File: src/rtl/core/lfucs_pkg.sv
// ----------------------------------------------------------------------------
// lfucs_pkg: shared types and constants of the LFU cache set
// Operation codes, controller states and the command bundle that the
// controller broadcasts to every way cell.
// ----------------------------------------------------------------------------
`default_nettype none

package lfucs_pkg;

  // Field widths fixed by the interface
  localparam int KIND_BITS    = 2;
  localparam int CFG_BITS     = 4;
  localparam int OCC_OUT_BITS = 4;

  // ways_in_use after reset
  localparam logic [CFG_BITS-1:0] CFG_RESET = 4'd8;

  // Operation codes carried by in_kind
  typedef enum logic [KIND_BITS-1:0] {
    OP_LOOKUP = 2'd0,
    OP_INSERT = 2'd1,
    OP_REMOVE = 2'd2,
    OP_NOP    = 2'd3
  } op_e;

  // Controller states
  typedef enum logic [1:0] {
    ST_IDLE,
    ST_EXEC,
    ST_SWEEP
  } state_e;

  // Command broadcast to all cells in the update cycle
  typedef struct packed {
    logic upd;       // apply the operation at this edge
    op_e  op;        // operation
    logic hit;       // some valid entry matches the tag
    logic free_any;  // some usable way is free
  } cell_cmd_t;

endpackage

`default_nettype wire

File: src/rtl/core/lfu_cache_set_unit.sv
// ----------------------------------------------------------------------------
// lfu_cache_set_unit: fully associative cache set with LFU victim report
// Usage:
//   Input channel (in_valid/in_ready) carries kind (lookup, insert, remove,
//   no-op), tag and start_count. Each transfer yields exactly one result
//   on the output channel (out_valid/out_ready): hit, use_count, occupancy,
//   the least frequently used victim (ties to the oldest insert) and rejected.
//   cfg_we/cfg_wdata write ways_in_use; write it only while the set is idle.
//   The set works on one item at a time: a new item is taken only after
//   the previous one has loaded the output register. All ways are updated
//   together, after which the victim and occupancy ripple through a chain
//   of WAYS registered way cells, one cell per cycle, and then the result
//   is loaded into the output register.
//   The result sits in an output register; a new item is taken while it
//   waits. If the receiver stalls with a result still held, the next item
//   finishes its sweep and waits until the output register frees up.
//   Reset (rst_n low, synchronous) empties the set, drops any item in
//   flight and sets ways_in_use to 8.
// ----------------------------------------------------------------------------
`default_nettype none

module lfu_cache_set_unit #(
  parameter int WAYS       = 8,
  parameter int TAG_BITS   = 24,
  parameter int COUNT_BITS = 16
) (
  input  wire                                   clk,
  input  wire                                   rst_n,
  input  wire                                   cfg_we,
  input  wire  [lfucs_pkg::CFG_BITS-1:0]        cfg_wdata,
  input  wire                                   in_valid,
  output logic                                  in_ready,
  input  wire  [lfucs_pkg::KIND_BITS-1:0]       in_kind,
  input  wire  [TAG_BITS-1:0]                   in_tag,
  input  wire  [COUNT_BITS-1:0]                 in_start_count,
  output logic                                  out_valid,
  input  wire                                   out_ready,
  output logic                                  out_hit,
  output logic [COUNT_BITS-1:0]                 out_use_count,
  output logic [lfucs_pkg::OCC_OUT_BITS-1:0]    out_occupancy,
  output logic                                  out_victim_valid,
  output logic [TAG_BITS-1:0]                   out_victim_tag,
  output logic [COUNT_BITS-1:0]                 out_victim_count,
  output logic                                  out_rejected
);

  localparam int AGE_BITS = (WAYS > 1) ? $clog2(WAYS) : 1;
  localparam int OCC_BITS = $clog2(WAYS + 1);
  localparam int CNT_BITS = $clog2(WAYS + 1);
  localparam logic [CNT_BITS-1:0] SWEEP_LEN = CNT_BITS'(WAYS);

  lfucs_pkg::state_e state_r, state_nxt;
  logic [CNT_BITS-1:0] cnt_r, cnt_nxt;
  logic [lfucs_pkg::CFG_BITS-1:0] ways_in_use_r;

  // Held item
  lfucs_pkg::op_e        op_r;
  logic [TAG_BITS-1:0]   tag_r;
  logic [COUNT_BITS-1:0] sc_r;

  // Per-item results formed in the update cycle
  logic                  hit_r, hit_nxt;
  logic [COUNT_BITS-1:0] uc_r, uc_nxt;
  logic                  rej_r, rej_nxt;

  // Output register
  logic                  out_valid_r, out_valid_nxt;
  logic                  out_hit_r;
  logic [COUNT_BITS-1:0] out_uc_r;
  logic [lfucs_pkg::OCC_OUT_BITS-1:0] out_occ_r;
  logic                  out_vv_r;
  logic [TAG_BITS-1:0]   out_vtag_r;
  logic [COUNT_BITS-1:0] out_vcnt_r;
  logic                  out_rej_r;

  logic load_item, exec, load_out;

  // Way signals
  logic [WAYS-1:0]       valid_vec, match_vec, in_use_vec, free_vec, sel_vec;
  logic [COUNT_BITS-1:0] way_count [WAYS];
  logic [AGE_BITS-1:0]   way_age [WAYS];
  logic                  match_any, free_any;
  logic [COUNT_BITS-1:0] m_count;
  logic [AGE_BITS-1:0]   m_age;
  lfucs_pkg::cell_cmd_t  cmd;

  // Victim chain links; link 0 is the empty seed
  logic [WAYS:0]         lnk_found;
  logic [TAG_BITS-1:0]   lnk_tag   [WAYS+1];
  logic [COUNT_BITS-1:0] lnk_count [WAYS+1];
  logic [AGE_BITS-1:0]   lnk_age   [WAYS+1];
  logic [OCC_BITS-1:0]   lnk_occ   [WAYS+1];

  assign lnk_found[0] = 1'b0;
  assign lnk_tag[0]   = '0;
  assign lnk_count[0] = '0;
  assign lnk_age[0]   = '0;
  assign lnk_occ[0]   = '0;

  // Configuration register
  always_ff @(posedge clk) begin
    if (!rst_n) begin
      ways_in_use_r <= lfucs_pkg::CFG_RESET;
    end else if (cfg_we) begin
      ways_in_use_r <= cfg_wdata;
    end
  end

  // Ways below ways_in_use may take new entries
  for (genvar i = 0; i < WAYS; i++) begin : g_use
    assign in_use_vec[i] = int'(ways_in_use_r) > i;
  end

  // Free way search: isolate the lowest free usable way
  assign free_vec  = ~valid_vec & in_use_vec;
  assign sel_vec   = free_vec & (~free_vec + WAYS'(1));
  assign free_any  = |free_vec;
  assign match_any = |match_vec;

  // Read the matched entry through a one-hot mux
  always_comb begin
    m_count = '0;
    m_age   = '0;
    for (int i = 0; i < WAYS; i++) begin
      m_count = m_count | (way_count[i] & {COUNT_BITS{match_vec[i]}});
      m_age   = m_age   | (way_age[i]   & {AGE_BITS{match_vec[i]}});
    end
  end

  always_comb begin
    cmd.upd      = exec;
    cmd.op       = op_r;
    cmd.hit      = match_any;
    cmd.free_any = free_any;
  end

  // Way cells
  for (genvar i = 0; i < WAYS; i++) begin : g_way
    lfucs_cell #(
      .TAG_BITS  (TAG_BITS),
      .COUNT_BITS(COUNT_BITS),
      .AGE_BITS  (AGE_BITS),
      .OCC_BITS  (OCC_BITS)
    ) u_cell (
      .clk        (clk),
      .rst_n      (rst_n),
      .cmd_i      (cmd),
      .cmd_tag_i  (tag_r),
      .cmd_count_i(sc_r),
      .cmd_age_i  (m_age),
      .sel_free_i (sel_vec[i]),
      .valid_o    (valid_vec[i]),
      .match_o    (match_vec[i]),
      .count_o    (way_count[i]),
      .age_o      (way_age[i]),
      .lnk_found_i(lnk_found[i]),
      .lnk_tag_i  (lnk_tag[i]),
      .lnk_count_i(lnk_count[i]),
      .lnk_age_i  (lnk_age[i]),
      .lnk_occ_i  (lnk_occ[i]),
      .lnk_found_o(lnk_found[i+1]),
      .lnk_tag_o  (lnk_tag[i+1]),
      .lnk_count_o(lnk_count[i+1]),
      .lnk_age_o  (lnk_age[i+1]),
      .lnk_occ_o  (lnk_occ[i+1])
    );
  end

  // Per-item result fields
  always_comb begin
    hit_nxt = 1'b0;
    uc_nxt  = '0;
    rej_nxt = 1'b0;
    unique case (op_r)
      lfucs_pkg::OP_LOOKUP: begin
        hit_nxt = match_any;
        if (match_any) begin
          uc_nxt = (m_count == {COUNT_BITS{1'b1}}) ? m_count
                                                    : m_count + COUNT_BITS'(1);
        end
      end
      lfucs_pkg::OP_INSERT: begin
        hit_nxt = match_any;
        uc_nxt  = match_any ? sc_r : '0;
        rej_nxt = !match_any && !free_any;
      end
      lfucs_pkg::OP_REMOVE: begin
        hit_nxt = match_any;
        uc_nxt  = match_any ? m_count : '0;
      end
      lfucs_pkg::OP_NOP: begin
      end
      default: begin
      end
    endcase
  end

  // Controller: take item, update all ways, sweep the victim chain
  always_comb begin
    state_nxt = state_r;
    cnt_nxt   = cnt_r;
    load_item = 1'b0;
    exec      = 1'b0;
    load_out  = 1'b0;
    unique case (state_r)
      lfucs_pkg::ST_IDLE: begin
        if (in_valid) begin
          load_item = 1'b1;
          state_nxt = lfucs_pkg::ST_EXEC;
        end
      end
      lfucs_pkg::ST_EXEC: begin
        exec      = 1'b1;
        cnt_nxt   = '0;
        state_nxt = lfucs_pkg::ST_SWEEP;
      end
      lfucs_pkg::ST_SWEEP: begin
        if (cnt_r == SWEEP_LEN) begin
          if (!out_valid_r || out_ready) begin
            load_out  = 1'b1;
            state_nxt = lfucs_pkg::ST_IDLE;
          end
        end else begin
          cnt_nxt = cnt_r + CNT_BITS'(1);
        end
      end
      default: begin
        state_nxt = lfucs_pkg::ST_IDLE;
      end
    endcase
  end

  assign in_ready = (state_r == lfucs_pkg::ST_IDLE);

  always_ff @(posedge clk) begin
    if (!rst_n) begin
      state_r <= lfucs_pkg::ST_IDLE;
      cnt_r   <= '0;
    end else begin
      state_r <= state_nxt;
      cnt_r   <= cnt_nxt;
    end
  end

  // Hold the item and its early results
  always_ff @(posedge clk) begin
    if (load_item) begin
      op_r  <= lfucs_pkg::op_e'(in_kind);
      tag_r <= in_tag;
      sc_r  <= in_start_count;
    end
    if (exec) begin
      hit_r <= hit_nxt;
      uc_r  <= uc_nxt;
      rej_r <= rej_nxt;
    end
  end

  // Output register: drop on transfer, load at sweep end
  assign out_valid_nxt = load_out ? 1'b1 : (out_ready ? 1'b0 : out_valid_r);

  always_ff @(posedge clk) begin
    if (!rst_n) begin
      out_valid_r <= 1'b0;
    end else begin
      out_valid_r <= out_valid_nxt;
    end
  end

  always_ff @(posedge clk) begin
    if (load_out) begin
      out_hit_r  <= hit_r;
      out_uc_r   <= uc_r;
      out_occ_r  <= lfucs_pkg::OCC_OUT_BITS'(lnk_occ[WAYS]);
      out_vv_r   <= lnk_found[WAYS];
      out_vtag_r <= lnk_tag[WAYS];
      out_vcnt_r <= lnk_count[WAYS];
      out_rej_r  <= rej_r;
    end
  end

  assign out_valid        = out_valid_r;
  assign out_hit          = out_hit_r;
  assign out_use_count    = out_uc_r;
  assign out_occupancy    = out_occ_r;
  assign out_victim_valid = out_vv_r;
  assign out_victim_tag   = out_vtag_r;
  assign out_victim_count = out_vcnt_r;
  assign out_rejected     = out_rej_r;

endmodule

`default_nettype wire

File: src/rtl/core/lfucs_cell.sv
// ----------------------------------------------------------------------------
// lfucs_cell: one way of the LFU cache set
// Holds the tag, use count, age rank and valid bit of one entry, applies the
// broadcast command, and forms one registered stage of the victim chain.
// ----------------------------------------------------------------------------
`default_nettype none

module lfucs_cell #(
  parameter int TAG_BITS   = 24,
  parameter int COUNT_BITS = 16,
  parameter int AGE_BITS   = 3,
  parameter int OCC_BITS   = 4
) (
  input  wire                        clk,
  input  wire                        rst_n,
  input  wire lfucs_pkg::cell_cmd_t  cmd_i,
  input  wire  [TAG_BITS-1:0]        cmd_tag_i,
  input  wire  [COUNT_BITS-1:0]      cmd_count_i,
  input  wire  [AGE_BITS-1:0]        cmd_age_i,
  input  wire                        sel_free_i,
  output logic                       valid_o,
  output logic                       match_o,
  output logic [COUNT_BITS-1:0]      count_o,
  output logic [AGE_BITS-1:0]        age_o,
  input  wire                        lnk_found_i,
  input  wire  [TAG_BITS-1:0]        lnk_tag_i,
  input  wire  [COUNT_BITS-1:0]      lnk_count_i,
  input  wire  [AGE_BITS-1:0]        lnk_age_i,
  input  wire  [OCC_BITS-1:0]        lnk_occ_i,
  output logic                       lnk_found_o,
  output logic [TAG_BITS-1:0]        lnk_tag_o,
  output logic [COUNT_BITS-1:0]      lnk_count_o,
  output logic [AGE_BITS-1:0]        lnk_age_o,
  output logic [OCC_BITS-1:0]        lnk_occ_o
);

  logic                  valid_r, valid_nxt;
  logic [TAG_BITS-1:0]   tag_r, tag_nxt;
  logic [COUNT_BITS-1:0] count_r, count_nxt;
  logic [AGE_BITS-1:0]   age_r, age_nxt;

  logic                  lnk_found_r, lnk_found_nxt;
  logic [TAG_BITS-1:0]   lnk_tag_r, lnk_tag_nxt;
  logic [COUNT_BITS-1:0] lnk_count_r, lnk_count_nxt;
  logic [AGE_BITS-1:0]   lnk_age_r, lnk_age_nxt;
  logic [OCC_BITS-1:0]   lnk_occ_r, lnk_occ_nxt;

  logic better;

  assign valid_o = valid_r;
  assign match_o = valid_r && (tag_r == cmd_tag_i);
  assign count_o = count_r;
  assign age_o   = age_r;

  // Apply the broadcast operation to this entry
  always_comb begin
    valid_nxt = valid_r;
    tag_nxt   = tag_r;
    count_nxt = count_r;
    age_nxt   = age_r;
    if (cmd_i.upd) begin
      unique case (cmd_i.op)
        lfucs_pkg::OP_LOOKUP: begin
          if (match_o && (count_r != {COUNT_BITS{1'b1}})) begin
            count_nxt = count_r + COUNT_BITS'(1);
          end
        end
        lfucs_pkg::OP_INSERT: begin
          if (cmd_i.hit) begin
            // replace: matched entry becomes newest, younger ones age
            if (match_o) begin
              count_nxt = cmd_count_i;
              age_nxt   = '0;
            end else if (valid_r && (age_r < cmd_age_i)) begin
              age_nxt = age_r + AGE_BITS'(1);
            end
          end else if (cmd_i.free_any) begin
            // new entry in the selected free way, all other valid entries age
            if (sel_free_i) begin
              valid_nxt = 1'b1;
              tag_nxt   = cmd_tag_i;
              count_nxt = cmd_count_i;
              age_nxt   = '0;
            end else if (valid_r) begin
              age_nxt = age_r + AGE_BITS'(1);
            end
          end
        end
        lfucs_pkg::OP_REMOVE: begin
          if (cmd_i.hit) begin
            if (match_o) begin
              valid_nxt = 1'b0;
            end else if (valid_r && (age_r > cmd_age_i)) begin
              age_nxt = age_r - AGE_BITS'(1);
            end
          end
        end
        lfucs_pkg::OP_NOP: begin
        end
        default: begin
        end
      endcase
    end
  end

  // Hold the entry; only the valid bit needs reset
  always_ff @(posedge clk) begin
    if (!rst_n) begin
      valid_r <= 1'b0;
    end else begin
      valid_r <= valid_nxt;
    end
  end

  always_ff @(posedge clk) begin
    tag_r   <= tag_nxt;
    count_r <= count_nxt;
    age_r   <= age_nxt;
  end

  // Victim stage: lowest count wins, ties go to the older entry
  assign better = valid_r && (!lnk_found_i || (count_r < lnk_count_i) ||
                              ((count_r == lnk_count_i) && (age_r > lnk_age_i)));

  always_comb begin
    lnk_found_nxt = lnk_found_i || valid_r;
    lnk_tag_nxt   = better ? tag_r   : lnk_tag_i;
    lnk_count_nxt = better ? count_r : lnk_count_i;
    lnk_age_nxt   = better ? age_r   : lnk_age_i;
    lnk_occ_nxt   = lnk_occ_i + OCC_BITS'(valid_r);
  end

  // Advance the chain every cycle
  always_ff @(posedge clk) begin
    if (!rst_n) begin
      lnk_found_r <= 1'b0;
    end else begin
      lnk_found_r <= lnk_found_nxt;
    end
  end

  always_ff @(posedge clk) begin
    lnk_tag_r   <= lnk_tag_nxt;
    lnk_count_r <= lnk_count_nxt;
    lnk_age_r   <= lnk_age_nxt;
    lnk_occ_r   <= lnk_occ_nxt;
  end

  assign lnk_found_o = lnk_found_r;
  assign lnk_tag_o   = lnk_tag_r;
  assign lnk_count_o = lnk_count_r;
  assign lnk_age_o   = lnk_age_r;
  assign lnk_occ_o   = lnk_occ_r;

endmodule

`default_nettype wire

File: config.mk
export PLATFORM = sky130hd
export DESIGN_NAME = lfu_cache_set_unit
export DESIGN_NICKNAME = d
export VERILOG_FILES = /design/src/rtl/core/lfucs_pkg.sv /design/src/rtl/core/lfu_cache_set_unit.sv /design/src/rtl/core/lfucs_cell.sv
export SDC_FILE = /design/constraint.sdc
export NUM_CORES = 2
export LEC_CHECK = 0
export BUFFER_PORTS_ARGS = -buffer_cell sky130_fd_sc_hd__buf_2
export CAP_MARGIN = 10
export CORE_MARGIN = 8
export CORE_UTILIZATION = 29
export DETAILED_ROUTE_END_ITERATION = 6
export PLACE_DENSITY = 0.41
export SLEW_MARGIN = 5
export SYNTH_ARGS = -nofsm -noshare
export SYNTH_HDL_FRONTEND = slang
export SYNTH_HIERARCHICAL = 1
export SYNTH_SLANG_ARGS = --single-unit
File: constraint.sdc
create_clock -name clk -period 6.9 [get_ports clk]
set_clock_uncertainty 0.15 [all_clocks]
set_input_delay 1.38 -clock clk [delete_from_list [all_inputs] [get_ports clk]]
set_output_delay 1.38 -clock clk [all_outputs]
set_load 0.1 [all_outputs]
=== After elaboration in Yosys (flattened, before gate mapping) ===
Cells that the tools add are included.
Widths: inputs -> output; s select.

* $add $sub $neg: 34
* $lt $le $gt $ge: 38
* Equality and inequality tests: 109
* Muxes and demuxes: 215
* Bitwise gates (word level): 35
* Reductions and logical operators: 122

{| class="wikitable"
|+ Operators with widths
! cell !! count
|-
| $mux 16 || 51
|-
| $pmux 16 s2 || 8
|-
| $mux 3 || 78
|-
| $eq 24x24->1 || 8
|-
| $mux 24 || 7
|-
| $add 16x1->16 const B || 9
|-
| $and 16x16->16 || 8
|-
| $ne 16x16->1 const B || 8
|-
| $eq 16x16->1 || 7
|-
| $lt 16x16->1 || 7
|-
| $or 16x16->16 || 7
|-
| $reduce_and 8->1 || 8
|-
| $reduce_and 7->1 || 8
|-
| $mux 1 || 48
|-
| $ne 2x1->1 const B || 24
|-
| $pmux 16 s3 || 1
|-
| $pmux 3 s2 || 8
|-
| $reduce_and 6->1 || 8
|-
| $logic_and 1x1->1 || 47
|-
| $ne 2x2->1 const B || 23
|-
| $gt 3x3->1 || 15
|-
| $reduce_and 5->1 || 8
|-
| $ne 4x2->1 const B || 8
|-
| $ne 4x3->1 const B || 8
|-
| 34 further kinds || 141
|}

* Bits in registers: 864
* Input bits: 51
* Output and inout port bits: 65

=== Logic depth before layout (Yosys ltp) ===
* Depth after elaboration: 16
* Gate-level depth with buffers: 17
* Gate-level depth less buffers: 12

=== Hierarchy ===
Netlist, hierarchy kept.

{| class="wikitable"
|+ Modules (own cells, without submodules)
! module !! times used !! cells an instance !! area each (um^2) !! seq. area each (um^2)
|-
| lfucs_cell at g_way[0].u_cell ... || 6 || 359 || 4,321.6 || 2,272.2
|-
| lfu_cache_set_unit || 1 || 438 || 6,038.3 || 3,913.8
|-
| lfucs_cell at g_way[7].u_cell || 1 || 363 || 4,322.9 || 2,272.2
|-
| lfucs_cell at g_way[6].u_cell || 1 || 358 || 4,281.6 || 2,272.2
|}

=== Worst setup path after synthesis ===
No wires, ideal clock.

* Path type: flip-flop to flip-flop
* From: register tag_r[13] (netlist name)
* To: register g_way[7].u_cell.count_r[0] (enable)
* Arrival time: 4,658 ps
* Slack: 1,678 ps
* Cell stages (with the launch flop): 15
* Cells stage by stage: edfxtp_1 > xor2_1 > nor4_1 > nand4_1 > nor4_4 > buf_6 > buf_8 > nor4_1 > and2_1 > clkbuf_1 > inv_1 > clkbuf_1 > nand2b_1 > o31ai_1 > o31ai_1

{| class="wikitable"
|+ RTL lines
! what !! line !! RTL
|-
| to (signal assigned) || lfucs_cell.sv:117 || <nowiki>count_r <= count_nxt;</nowiki>
|-
| to (decl) || lfucs_cell.sv:39 || <nowiki>logic [COUNT_BITS-1:0] count_r, count_nxt;</nowiki>
|}

==> impl_metrics.json <==
{
  "overflow": 0,
  "vias": 25620,
  "r2r_end": "g_way[5].u_cell/age_o[1]",
  "dp_cells": 5317,
  "rr_startpoint": "tag_r[14]",
  "dieWidth_um": 389.6,
  "syn_inst": 3307,
  "stdcell_count": 5510,
  "cts_resized": 0,
  "rsz0062_at_grt": "false",
  "drive_gt1_frac": 0.1858,
  "p_sw_uw": 2722,
  "slowest_delay_ps": 680,
  "hold_buffers": 0,
  "reg2reg_depth": 14,
  "maxCapViolations": 0,
  "required_ps": 7070,
  "viasPerCell": 4.649,
  "core-area_um2": 139000,
  "drv_slew": 0,
  "fin_area_um2": 46690,
  "ir_drop_mv": 0.1996,
  "finalSetupTns_ps": 0,
  "period_needed_ps": 5676,
  "fill_cells": 13900,
  "dr.pass1.iters": 5,
  "setup_viol": 0,
  "grt_pass1_wl_um": 177900,
  "die_h_um": 389.6,
  "yosysWarnings": 6,
  "crit_chain": "xor2_1 -> nor3_1 -> nand3_1 -> nor4_4 -> buf_4 -> nor4_1 -> and2_1 -> inv_2 -> buf_4 -> a21oi_1 -> nor2_1 -> a2bb2oi_1 -> o221ai_1 -> a211oi_1",
  "syn_to_final_growth_pct": 15.35,
  "power_density_nw_per_um2": 253.2,
  "drt_iter0_drc": 1530,
  "clk_pin_slew_ps": 60,
  "cts_buffer_depth": 3,
  "htree_levels": 3,
  "syn_avg_cell_area_um2": 12.24,
  "dieArea_um2": 151800,
  "maxClockFrequency_ghz": 0.1762,
  "numPortBuffers": 115,
  "rows": 137,
  "hold_end": "out_victim_tag[19]",
  "cp.buffers_inverters": 3,
  "hold_depth": 0,
  "antenna_left": 0,
  "p_leak_uw": 0.01732,
  "wirelength_um": 122000,
  "drc_errors": 0,
  "cp.arrival_ps": 5850,
  "cts.sinks": 867,
  "grt_start_max_net_pins": 45,
  "pin_count": 116,
  "cts_tree": "yes",
  "place_area_um2": 43370,
  "status": "finished clean",
  "grt.total_usage": 0.1560,
  "fin_crit_sh": 0.8226,
  "avgRoutedWirePerCell_um": 22.15,
  "path_class": "reg2reg",
  "switching_share": 0.2302,
  "place_congestion": 0.8404,
  "antenna_found_initial": 10,
  "rrSetupSlack_ps": 1220,
  "slew_headroom": 0.2317,
  "internal_power_uw": 9102,
  "min_path_type": "reg2reg",
  "crit_top_cell": "buf_4",
  "tightest_slew_ps": 1152,
  "slowest_stage": "edfxtp_1",
  "clk_latency_ps": 700,
  "cp_max_fo": 44,
  "initial_core_util": 0.2912,
  "cp_top_family": "simple AND/OR/NAND/NOR gates",
  "p_seq_frac": 0.493,
  "fin_nets": 3815,
  "postCtsSetupBuffers": 0,
  "hpwl_um": 88020,
  "endpoint_kind": "flop",
  "hold_viol_final": 0,
  "cp-start-kind": "flop",
  "pwr-share-comb": 0.052,
  "clockRootBuffer": "clkbuf_16",
  "power.share.clock": 0.455,
  "synth_area_um2": 40480,
  "grt_pass1_vias": 25460,
  "worstHoldStart": "g_way[7].u_cell/lnk_tag_o[19]",
  "numCtsBuffers": 102
}
[power by group through the flow]
stage	clock network, uW	logic (uW)	registers (uW)
finish	5380	618	5830
global route	5760	699	5850
CTS	5580	626	5830
detailed placement	0	618	5940
global placement	0	620	5940
floorplan	0	425	5850
[registers in the layout, indices dropped and copies added, names as in the netlist, 2 cells and up]
| register | flops |
|---|---|
| out_victim_tag | 24 |
| cnt_r | 4 |
| g_way.u_cell/lnk_occ_o | 32 |
| g_way.u_cell/age_o | 24 |
| out_victim_count | 16 |
| g_way.u_cell/lnk_tag_o | 192 |
| tag_r | 24 |
| g_way.u_cell/tag_r | 192 |
| g_way.u_cell/lnk_count_o | 128 |
| g_way.u_cell/valid_o | 8 |
| g_way.u_cell/lnk_found_o | 8 |
| op_r | 2 |
| ways_in_use_r | 4 |
| out_occupancy | 4 |
| sc_r | 16 |
| state_r | 2 |
| uc_r | 16 |
| g_way.u_cell/count_o | 128 |
| out_use_count | 16 |
| g_way.u_cell/lnk_age_o | 21 |
[worst reg2reg max path, delay by kind of cell, from the launching register on]
kind,cells,cell delay (ps)
buffers and inverters,3,1470
XOR/XNOR,1,270
AND/OR/NAND/NOR,6,1770
AO/OA/AOI/OAI,4,970
flip-flops,1,680
[per-layer routing]
layer	GRT usage	vias to the layer above	routed length [um]	share of wire
li1	-	12470	-	-
met1	0.2385	12420	63340	0.52
met2	0.2260	609	49980	0.41
met3	0.02597	124	6591	0.054
met4	0.03901	4	2090	0.017
met5	0	-	26	0.00021
[placed cells by master (no fill, tap or decap), types with 70 or more instances in the layout]
cell	n
a21oi_1	104
a22oi_1	70
buf_2	115
clkbuf_16	103
dfxtp_1	400
edfxtp_1	467
ha_1	219
inv_1	230
mux2_2	298
nand2_1	231
nand3_1	78
nor2_1	79
o21ai_0	156
xnor2_1	145
xor2_1	191
[worst max path at each step]
stage / to / startpoint / cells after the start / slack (ps)
after floorplan: g_way[7].u_cell/count_o[0] / tag_r[13] / 14 / 1680
after CTS: g_way[5].u_cell/age_o[1] / tag_r[14] / 14 / 1250
after global routing: g_way[5].u_cell/age_o[1] / tag_r[20] / 14 / 960
after detailed placement: g_way[6].u_cell/age_o[1] / tag_r[14] / 14 / 1320
final: g_way[5].u_cell/age_o[1] / tag_r[14] / 14 / 1220
after global placement: g_way[5].u_cell/age_o[1] / tag_r[14] / 14 / 1350
[cell type report]
type,count,area (um2),share of cell area
inverter,233,874.6,0.01873
antenna,2,5.005,0.0001072
sequential,867,22030,0.4718
timing repair buffer,166,958.4,0.02053
multi-input combinational,2175,17160,0.3674
clock inverter,33,346.6,0.007422
clock buffer,158,2974,0.06369
tap,1876,2347,0.05027
[per-stage QoR]
step	power, uW	utilization	setup slack, ps	hold slack [ps]
after floorplan	6274	-	1678	235.5
after global placement	6559	0.3120	1348	236.6
after detailed placement	6558	0.3120	1319	238.7
after CTS	12030	0.3359	1249	251.7
after global routing	12310	0.3359	958.1	253.4
final	11820	0.3359	1224	249.9
(Power assumes the default switching activity.)
